==> src/sv/bgr_pkg.sv <==
package bgr_pkg;

  localparam int TIME_W    = 32;
  localparam int CFG_W     = 16;
  localparam int CFG_IDX_W = 2;
  localparam int ACT_W     = 3;

  localparam logic [CFG_IDX_W-1:0] REG_LONG_HOLD     = 2'd0;
  localparam logic [CFG_IDX_W-1:0] REG_RESERVED_HOLD = 2'd1;
  localparam logic [CFG_IDX_W-1:0] REG_DOUBLE_TAP    = 2'd2;

  localparam logic [CFG_W-1:0] LONG_HOLD_RESET     = 16'd1000;
  localparam logic [CFG_W-1:0] RESERVED_HOLD_RESET = 16'd5000;
  localparam logic [CFG_W-1:0] DOUBLE_TAP_RESET    = 16'd400;

  typedef enum logic [ACT_W-1:0] {
    ACT_NONE     = 3'd0,
    ACT_CYCLE    = 3'd1,
    ACT_RESERVED = 3'd2,
    ACT_PRESET   = 3'd3,
    ACT_WAKE     = 3'd4
  } action_t;

  typedef struct packed {
    logic [CFG_W-1:0] long_hold_ms;
    logic [CFG_W-1:0] reserved_hold_ms;
    logic [CFG_W-1:0] double_tap_ms;
  } cfg_t;

endpackage

==> src/sv/bgr_ifs.sv <==
interface bgr_sample_if;
  logic                       valid;
  logic                       ready;
  logic                       button_down;
  logic [bgr_pkg::TIME_W-1:0] time_ms;

  modport source (output valid, output button_down, output time_ms, input ready);
  modport sink   (input valid, input button_down, input time_ms, output ready);
endinterface

interface bgr_result_if;
  logic                      valid;
  logic                      ready;
  logic [bgr_pkg::ACT_W-1:0] action;

  modport source (output valid, output action, input ready);
  modport sink   (input valid, input action, output ready);
endinterface

==> src/sv/bgr_cfg_regs.sv <==
module bgr_cfg_regs (
  input  logic                          clk,
  input  logic                          rst,
  input  logic                          cfg_we,
  input  logic [bgr_pkg::CFG_IDX_W-1:0] cfg_index,
  input  logic [bgr_pkg::CFG_W-1:0]     cfg_data,
  output bgr_pkg::cfg_t                 cfg
);

  always_ff @(posedge clk) begin
    if (rst) begin
      cfg.long_hold_ms     <= bgr_pkg::LONG_HOLD_RESET;
      cfg.reserved_hold_ms <= bgr_pkg::RESERVED_HOLD_RESET;
      cfg.double_tap_ms    <= bgr_pkg::DOUBLE_TAP_RESET;
    end else if (cfg_we) begin
      // writes to an unused index are dropped
      unique case (cfg_index)
        bgr_pkg::REG_LONG_HOLD:     cfg.long_hold_ms     <= cfg_data;
        bgr_pkg::REG_RESERVED_HOLD: cfg.reserved_hold_ms <= cfg_data;
        bgr_pkg::REG_DOUBLE_TAP:    cfg.double_tap_ms    <= cfg_data;
        default: ;
      endcase
    end
  end

endmodule

==> src/sv/bgr_core.sv <==
module bgr_core (
  input  logic                       clk,
  input  logic                       rst,
  input  bgr_pkg::cfg_t              cfg,
  input  logic                       step,
  input  logic                       button_down,
  input  logic [bgr_pkg::TIME_W-1:0] time_ms,
  output bgr_pkg::action_t           action
);

  localparam int PAD_W = bgr_pkg::TIME_W - bgr_pkg::CFG_W;

  logic                       is_down, is_down_next;
  logic [bgr_pkg::TIME_W-1:0] press_time, press_time_next;
  logic [bgr_pkg::TIME_W-1:0] first_release_time, first_release_time_next;
  logic                       tap_waiting, tap_waiting_next;
  logic                       long_fired, long_fired_next;
  logic                       reserved_fired, reserved_fired_next;

  logic [bgr_pkg::TIME_W-1:0] held;
  logic [bgr_pkg::TIME_W-1:0] gap;
  logic [bgr_pkg::TIME_W-1:0] long_lim, reserved_lim, tap_lim;

  // differences wrap mod 2^32, so a step back in time reads as very long
  assign held         = time_ms - press_time;
  assign gap          = time_ms - first_release_time;
  assign long_lim     = {{PAD_W{1'b0}}, cfg.long_hold_ms};
  assign reserved_lim = {{PAD_W{1'b0}}, cfg.reserved_hold_ms};
  assign tap_lim      = {{PAD_W{1'b0}}, cfg.double_tap_ms};

  always_comb begin
    is_down_next            = is_down;
    press_time_next         = press_time;
    first_release_time_next = first_release_time;
    tap_waiting_next        = tap_waiting;
    long_fired_next         = long_fired;
    reserved_fired_next     = reserved_fired;
    action                  = bgr_pkg::ACT_NONE;
    if (button_down && !is_down) begin
      is_down_next        = 1'b1;
      press_time_next     = time_ms;
      long_fired_next     = 1'b0;
      reserved_fired_next = 1'b0;
    end else if (button_down) begin
      // long hold wins; reserved follows on a later held item
      if (!long_fired && held >= long_lim) begin
        long_fired_next  = 1'b1;
        tap_waiting_next = 1'b0;
        action           = bgr_pkg::ACT_CYCLE;
      end else if (!reserved_fired && held >= reserved_lim) begin
        reserved_fired_next = 1'b1;
        tap_waiting_next    = 1'b0;
        action              = bgr_pkg::ACT_RESERVED;
      end
    end else if (is_down) begin
      is_down_next = 1'b0;
      if (long_fired || reserved_fired) begin
        long_fired_next     = 1'b0;
        reserved_fired_next = 1'b0;
      end else if (tap_waiting && gap <= tap_lim) begin
        tap_waiting_next = 1'b0;
        action           = bgr_pkg::ACT_PRESET;
      end else begin
        tap_waiting_next        = 1'b1;
        first_release_time_next = time_ms;
      end
    end else if (tap_waiting && gap > tap_lim) begin
      tap_waiting_next = 1'b0;
      action           = bgr_pkg::ACT_WAKE;
    end
  end

  always_ff @(posedge clk) begin
    if (rst) begin
      is_down            <= 1'b0;
      press_time         <= '0;
      first_release_time <= '0;
      tap_waiting        <= 1'b0;
      long_fired         <= 1'b0;
      reserved_fired     <= 1'b0;
    end else if (step) begin
      is_down            <= is_down_next;
      press_time         <= press_time_next;
      first_release_time <= first_release_time_next;
      tap_waiting        <= tap_waiting_next;
      long_fired         <= long_fired_next;
      reserved_fired     <= reserved_fired_next;
    end
  end

endmodule

==> src/sv/button_gesture_recognizer.sv <==
// Button gesture recognizer: turns a stream of (button level, ms timestamp)
// samples into one action code per sample: none, cycle display (held at least
// long_hold_ms), reserved (held at least reserved_hold_ms), cycle preset
// (double tap) or wake display (lone tap once the double-tap window has run
// out). The block takes one sample every cycle unless a finished action is
// held waiting. A sample is registered in the staging register on accept,
// decided by 32-bit subtracts and compares against the gesture state, and its
// action lands in the result register, so a new sample can be staged while a
// finished action waits. The user must write the configuration through
// cfg_we/cfg_index/cfg_data only while no sample is in flight; unchecked here.
module button_gesture_recognizer (
  input  logic                          clk,
  input  logic                          rst,
  input  logic                          cfg_we,
  input  logic [bgr_pkg::CFG_IDX_W-1:0] cfg_index,
  input  logic [bgr_pkg::CFG_W-1:0]     cfg_data,
  bgr_sample_if.sink                    sample,
  bgr_result_if.source                  result
);

  bgr_pkg::cfg_t              cfg;
  bgr_pkg::action_t           action;

  logic                       stg_valid;
  logic                       stg_down;
  logic [bgr_pkg::TIME_W-1:0] stg_time;
  logic                       res_valid;
  logic [bgr_pkg::ACT_W-1:0]  res_action;
  logic                       advance;

  assign advance      = stg_valid && (!res_valid || result.ready);
  assign sample.ready = !stg_valid || advance;
  assign result.valid = res_valid;
  assign result.action = res_action;

  bgr_cfg_regs u_cfg (
    .clk       (clk),
    .rst       (rst),
    .cfg_we    (cfg_we),
    .cfg_index (cfg_index),
    .cfg_data  (cfg_data),
    .cfg       (cfg)
  );

  bgr_core u_core (
    .clk         (clk),
    .rst         (rst),
    .cfg         (cfg),
    .step        (advance),
    .button_down (stg_down),
    .time_ms     (stg_time),
    .action      (action)
  );

  always_ff @(posedge clk) begin
    if (rst) begin
      stg_valid <= 1'b0;
    end else if (sample.ready) begin
      stg_valid <= sample.valid;
    end
  end

  always_ff @(posedge clk) begin
    if (sample.valid && sample.ready) begin
      stg_down <= sample.button_down;
      stg_time <= sample.time_ms;
    end
  end

  always_ff @(posedge clk) begin
    if (rst) begin
      res_valid <= 1'b0;
    end else if (advance) begin
      res_valid <= 1'b1;
    end else if (result.ready) begin
      res_valid <= 1'b0;
    end
  end

  always_ff @(posedge clk) begin
    if (advance) begin
      res_action <= action;
    end
  end

endmodule
==> src/flat_wrapper.sv <==
// flat-port wrapper written by rule: the top's interface ports become plain ports
module button_gesture_recognizer_flat 
  (clk, rst, cfg_we, cfg_index, cfg_data, sample_valid, sample_button_down, sample_time_ms, sample_ready, result_valid, result_action, result_ready);
  bgr_sample_if sample_i ();
  bgr_result_if result_i ();
  input  logic clk;
  input  logic rst;
  input  logic cfg_we;
  input  logic [bgr_pkg::CFG_IDX_W-1:0] cfg_index;
  input  logic [bgr_pkg::CFG_W-1:0] cfg_data;
  input wire logic [$bits(sample_i.valid)-1:0] sample_valid;
  input wire logic [$bits(sample_i.button_down)-1:0] sample_button_down;
  input wire logic [$bits(sample_i.time_ms)-1:0] sample_time_ms;
  output wire logic [$bits(sample_i.ready)-1:0] sample_ready;
  output wire logic [$bits(result_i.valid)-1:0] result_valid;
  output wire logic [$bits(result_i.action)-1:0] result_action;
  input wire logic [$bits(result_i.ready)-1:0] result_ready;
  assign sample_i.valid = sample_valid;
  assign sample_i.button_down = sample_button_down;
  assign sample_i.time_ms = sample_time_ms;
  assign sample_ready = sample_i.ready;
  assign result_valid = result_i.valid;
  assign result_action = result_i.action;
  assign result_i.ready = result_ready;
  button_gesture_recognizer u_core (.clk(clk), .rst(rst), .cfg_we(cfg_we), .cfg_index(cfg_index), .cfg_data(cfg_data), .sample(sample_i), .result(result_i));
endmodule
==> config.mk <==
export PLATFORM = sky130hd
export DESIGN_NAME = button_gesture_recognizer_flat
export DESIGN_NICKNAME = d
export VERILOG_FILES = /design/src/sv/bgr_pkg.sv /design/src/sv/bgr_ifs.sv /design/src/sv/bgr_cfg_regs.sv /design/src/sv/bgr_core.sv /design/src/sv/button_gesture_recognizer.sv /design/src/flat_wrapper.sv
export SDC_FILE = /design/constraint.sdc
export NUM_CORES = 1
export LEC_CHECK = 0
export BUFFER_PORTS_ARGS = -buffer_cell sky130_fd_sc_hd__buf_2
export CORE_AREA = 2 2 144 146
export CTS_BUF_LIST = sky130_fd_sc_hd__clkbuf_8
export DETAILED_ROUTE_END_ITERATION = 8
export DIE_AREA = 0 0 146 148
export PLACE_DENSITY = 0.7
export RECOVER_POWER = 25
export SYNTH_ARGS = -nofsm -noshare
export SYNTH_HDL_FRONTEND = slang
export SYNTH_SLANG_ARGS = --single-unit
==> constraint.sdc <==
create_clock -name clk -period 7.7 [get_ports clk]
set_clock_uncertainty 0.05 [all_clocks]
set_input_delay 1.155 -clock clk [delete_from_list [all_inputs] [get_ports clk]]
set_output_delay 1.155 -clock clk [all_outputs]
set_load 0.02 [all_outputs]
# [Yosys cells after proc, flatten, opt, wreduce, memory -nomap -nowiden]
# Cells that the tools add are included.
[op_classes] n_eq_ne=8 n_bitwise=4 reduce_logical=29 order_cmp=4 add_sub_neg=2 mux=27
[ops] cell=">= comparator 32 x 16 -> 1 bit" n=2
[ops] cell="subtractor 32 bit" n=2
[ops] cell="> comparator 32 x 16 -> 1 bit" n=1
[ops] cell="less-or-equal comparator 32 x 16 -> 1 bit" n=1
[ops] cell="2-to-1 mux 1 bit" n=20
[ops] cell="!= test 3 bit, second input constant" n=4
[ops] cell="AND reduction 2 bit" n=5
[ops] cell="AND reduction 5 bit" n=2
[ops] cell="2-to-1 mux 3 bit" n=3
[ops] cell="nonzero test 3 bit" n=3
[ops] cell="2-to-1 mux 2 bit" n=4
[ops] cell="logical AND 1 bit" n=7
[ops] cell="AND reduction 6 bit" n=1
[ops] cell="zero test 1 bit" n=5
[ops] cell="inverter 1 bit" n=4
[ops] cell="AND reduction 4 bit" n=1
[ops] cell="logical OR 1 bit" n=3
[ops] cell="!= test 3 x 2 -> 1 bit, second input constant" n=1
[ops] cell="== test 2 x 1 -> 1 bit, second input constant" n=1
[ops] cell="== test 2 bit, second input constant" n=1
[ops] cell="zero test 2 bit" n=1
[ops] cell="!= test 2 bit, second input constant" n=1
[ops] cell="nonzero test 2 bit" n=1
[totals] ff_bits=154

# [Depth between registers and ports, before layout]
[logic_depth] depth_word=7 mapped_depth=22 depth_no_buf=21

# [By module]
# From an unflattened synthesis, not the netlist that was laid out.
[unflattened] hier_cells=1373 hier_area_um2=11409.7
[by_module_without_submodules] mod="bgr_core" area_each_um2=8280.4 cells_per_inst=1142 instances=1
[by_module_without_submodules] mod="bgr_cfg_regs" area_each_um2=1944.4 cells_per_inst=185 instances=1
[by_module_without_submodules] mod="button_gesture_recognizer" area_each_um2=1184.9 cells_per_inst=46 instances=1

# [Least setup slack after synthesis]
# OpenSTA, ideal clock, no wires.
[synth_timing] path_type="reg2reg" startpoint="register u_core.stg_time[2] (netlist name)" endpoint="register u_core.u_core.first_release_time[2] (netlist name)" synth_period_minus_slack_ns=4.292 stages_incl_launch_ff=22 arrival_time_ns=4.114 slack_ns=3.408 required_time_ns=7.522 path_cell_list="edfxtp_1 -> ha_1 -> o211ai_1 -> a21o_1 -> a21oi_1 -> nor2_1 -> nor3_1 -> nor2_1 -> xnor2_1 -> ha_1 -> a21o_1 -> a21o_1 -> a221oi_1 -> nand2_1 -> o31a_1 -> a211oi_1 -> nand4_1 -> nor3_1 -> a21oi_1 -> buf_2 -> mux2i_1 -> nor2_1"
[synth_between] elab_chain_len=5
[synth_lines] item="start: declaration" line_no="button_gesture_recognizer.sv:26" rtl="logic [bgr_pkg::TIME_W-1:0] stg_time;"
[synth_lines] item="start signal: assignment" line_no="button_gesture_recognizer.sv:66" rtl="stg_time <= sample.time_ms;"
[synth_lines] item="subtractor 32 bit" line_no="bgr_core.sv:26" rtl="assign gap = time_ms - first_release_time;"
[synth_lines] item="less-or-equal comparator 32 x 16 -> 1 bit" line_no="bgr_core.sv:60" rtl="end else if (tap_waiting && gap <= tap_lim) begin"
[synth_lines] item="logical AND 1 bit" line_no="bgr_core.sv:60"
[synth_lines] item="inverter 1 bit (no source line)"
[synth_lines] item="AND reduction 6 bit (no source line)"
[synth_lines] item="end signal: assignment" line_no="bgr_core.sv:84" rtl="first_release_time <= first_release_time_next;"
[synth_lines] item="end: declaration" line_no="bgr_core.sv:15" rtl="logic [bgr_pkg::TIME_W-1:0] first_release_time, first_release_time_next;"
# Several ways; a longest one is shown, not always the timed one.
# A chain may end at the register's enable or synchronous reset.

# [Worst setup path in the final report]
[layout_timing] startpoint="register u_core.stg_time[3] (netlist name)" endpoint="register u_core.u_core.first_release_time[23] (netlist name)"
[layout_between] elab_chain_len=5
[layout_lines] item="subtractor 32 bit" line_no="bgr_core.sv:26"
[layout_lines] item="less-or-equal comparator 32 x 16 -> 1 bit" line_no="bgr_core.sv:60"
[layout_lines] item="logical AND 1 bit" line_no="bgr_core.sv:60"
[layout_lines] item="inverter 1 bit (no source line)"
[layout_lines] item="AND reduction 6 bit (no source line)"
# Every way passes these cells.

==> results.yml <==
detailed_routing:
  drtAntennaViolNets: 0
  wl_per_cell_um: 16.8
  drt-initial-drc-count: 742
  wl_mm: 27.7
  vias: 9494
  dr.pass1.iters: 5
  via_per_inst: 5.76
  drc_errors: 0
sta:
  min_period_over_period_pct: 71.7
  fin_crit_ns: 5.52
  rsz0062_at_grt: "false"
  maxSlewViolCount: 130
  relSlewSlack_pct: -185
  hold_viol: 0
  setup_viol: 0
  tightest_slew_ns: 4.28
  fmax_mhz: 181
  holdWs_ns: 0.408
  fin_tns_setup_ns: 0
synthesis:
  synth_area_um2: 10600
  post_synth_xor_area_fraction_pct: 2.97
  synth_fp_nets: 1506
  yosys.area_share.simple_pct: 20.2
  synth_edf_count: 36
  syn-instance-count: 1338
  muxShareOfSynthArea_pct: 3.49
  synth_adder_area_share_pct: 13.3
  ys_types: 77
  synth_ff_type: "dfxtp_1"
  synth_top_family_by_area: "compound AO/OA/AOI/OAI gates"
  yosysWarnings: 0
  netlist.top_cell.by_area: "dfxtp_1"
  synth-async-reset-ratio_pct: 0
  yosys_register_bits: 154
  synth.avg_cell_area_um2: 7.94
  ys_seq_area_share_pct: 32.4
  synth-compound-area-share_pct: 20.9
  synth_area_leaders: "dfxtp_1 (22%), ha_1 (13%), edfxtp_1 (10%)"
  yosysTopAreaCellShare_pct: 22.2
setup_path:
  end_kind: "register"
  path_class: "reg2reg"
  required_ns: 7.82
  start_kind: "register"
  cp_num_buf_inv: 1
  critPathMaxFanout: 26
  worst_path_max_delay_cell: "nor3_1"
  cp_cell_sequence: "ha_1, o211ai_1, a21o_1, a21oi_1, nor2_1, nor3_1, nor2_1, xnor2_1, ha_1, a21o_1, a21o_1, a221oi_1, nand2_1, o31a_1, a211oi_1, nand4_1, nor3_1, a21oi_4, buf_4, mux2i_1, nor2_1"
  r2r_slack_ns: 2.18
  critPathArrivalTime_ns: 5.64
  cpLargestDelayFamily: "compound AO/OA/AOI/OAI gates"
  cpPeakStageDelay_ns: 0.66
power_and_ir_drop:
  leakage_nw: 4.33
  pwr_density_cell_nw_per_um2: 172
  power.total_w: 0.00197
  ir_drop_mv: 0.110
cts:
  cts_hold_buf: 0
  cts_made_buffers: 17
  clk_pin_slew_ns: 0.09
  clock_path_buffers: 2
  cts.sinks: 154
  clk_latency_ns: 0.47
  cts.root.buffer_cell: "clkbuf_8"
  cts_resized: 0
  post_cts_buffers: 0
  ctsHtreeMaxLevel: 4
  tritoncts: "done"
cells_and_area:
  layout.cells.non_filler: 1649
  diodes: 0
  mostFrequentLayoutCell: "nand2_1"
  drive_gt1_share_pct: 7.98
  layout_common_cells: "nand2_1 (220), a21oi_1 (148), inv_1 (126), dfxtp_1 (118), ha_1 (110)"
  area_delta_synth_final_pct: 7.90
  nets: 1534
placement:
  port_buffers: 60
  dp.cells: 1617
  place.gp.congestion: 0.982
  place_hpwl_mm: 21.4
global_routing:
  grt_pass1_wl_mm: 45.1
  grt_usage_pct: 25.9
  overflow: 0
  antenna_found_initial: 0
  grt_pass1_vias: 8797
  grt_max_degree: 96
die:
  die_width_um: 146
  die_y_um: 148
  num_io_pins: 61
  initial_utilization_pct: 53.0
  rows: 52
  core_area_um2: 20000
  dieArea_um2: 21600
outcome:
  violations: "max-capacitance violations, max-slew violations"
  status: "complete, but fails checks"
min_path:
  worstHoldPathType: "reg2reg"
job:
  drv_cap: 2
## final cells by class
cell class	count	area (µm²)
clock inverters	15	163
repair buffers	66	332
flip-flops and latches	154	3440
inverters	125	469
fillers	1938	8580
well taps	270	338
clock buffers	17	234
multi-input cells	1002	6480
## worst reg2reg max path: cells and delay by family (launching register included)
kind | cells | cell delay, ns
AO/OA/AOI/OAI | 9 | 2.01
XOR/XNOR | 1 | 0.14
adder cells (fa/ha/maj) | 2 | 0.68
buffers and inverters | 1 | 0.33
flip-flops | 1 | 0.45
multiplexers | 1 | 0.23
AND/OR/NAND/NOR | 7 | 1.34
## report_power, final
part / switching, W / internal [W] / leakage [nW]
Sequential: 0.0000253 / 0.000857 / 1.31
Combinational: 0.000275 / 0.000176 / 2.82
Clock: 0.000344 / 0.000295 / 0.206
Total: 0.000644 / 0.00133 / 4.33
## final timing paths
path	startpoint	to	depth (start not counted)
min	u_core.u_core.press_time[4]	u_core.u_core.press_time[4]	2
max	u_core.stg_time[3]	u_core.u_core.first_release_time[23]	21
max reg2reg	u_core.stg_time[3]	u_core.u_core.first_release_time[23]	21
min reg2reg	u_core.u_core.press_time[4]	u_core.u_core.press_time[4]	2
## logic make-up (layout without fill, tap and decap cells)
group / count (synthesis) / in the layout
AOI/OAI and AO/OA: 351 / 351
xor gates and xnor gates: 36 / 36
adders and majority gates: 112 / 112
buffers and inverters: 182 / 223
DFF: 154 / 154
muxes: 37 / 37
and+or+nand+nor: 466 / 466
## synth_stat cells, types with 19 or more instances
cell type	n
nand2_1	220
a21oi_1	149
inv_1	125
dfxtp_1	118
ha_1	110
nor2_1	98
o21ai_0	54
clkbuf_1	41
mux2i_1	37
edfxtp_1	36
a21o_1	25
nand4_1	24
a211oi_1	20
nor3_1	20
xnor2_1	19
## sequential cells by signal, summed over array words and instances, names as in the netlist
| name | cells |
|---|---|
| u_core.u_core.press_time | 32 |
| u_core.u_core.long_fired | 1 |
| u_core.result.valid | 1 |
| u_core.u_core.tap_waiting | 1 |
| u_core.u_core.reserved_fired | 1 |
| u_core.u_core.first_release_time | 32 |
| u_core.u_cfg.cfg | 48 |
| u_core.stg_down | 1 |
| u_core.stg_time | 32 |
| u_core.u_core.is_down | 1 |
| u_core.result.action | 3 |
| u_core.stg_valid | 1 |
## per-layer routing
layer  vias to the layer above  track usage, %  wire (µm)
met5                         -               0          0
met4                         0            7.82        532
met3                        35            4.66       1900
met2                       286            40.8      12300
met1                      4399            36.5      12900
li1                       4774               -          -
## stage by stage
stage	area (µm²)	worst slack [ns]	utilization [%]
CTS	11500	2.40	57.3
global placement	11100	2.52	55.3
detailed placement	11100	2.43	55.3
finish	11500	2.18	57.2
floorplan	10600	3.41	-
global route	11500	1.74	57.2
No activity file was read; power rests on OpenSTA's default activity.
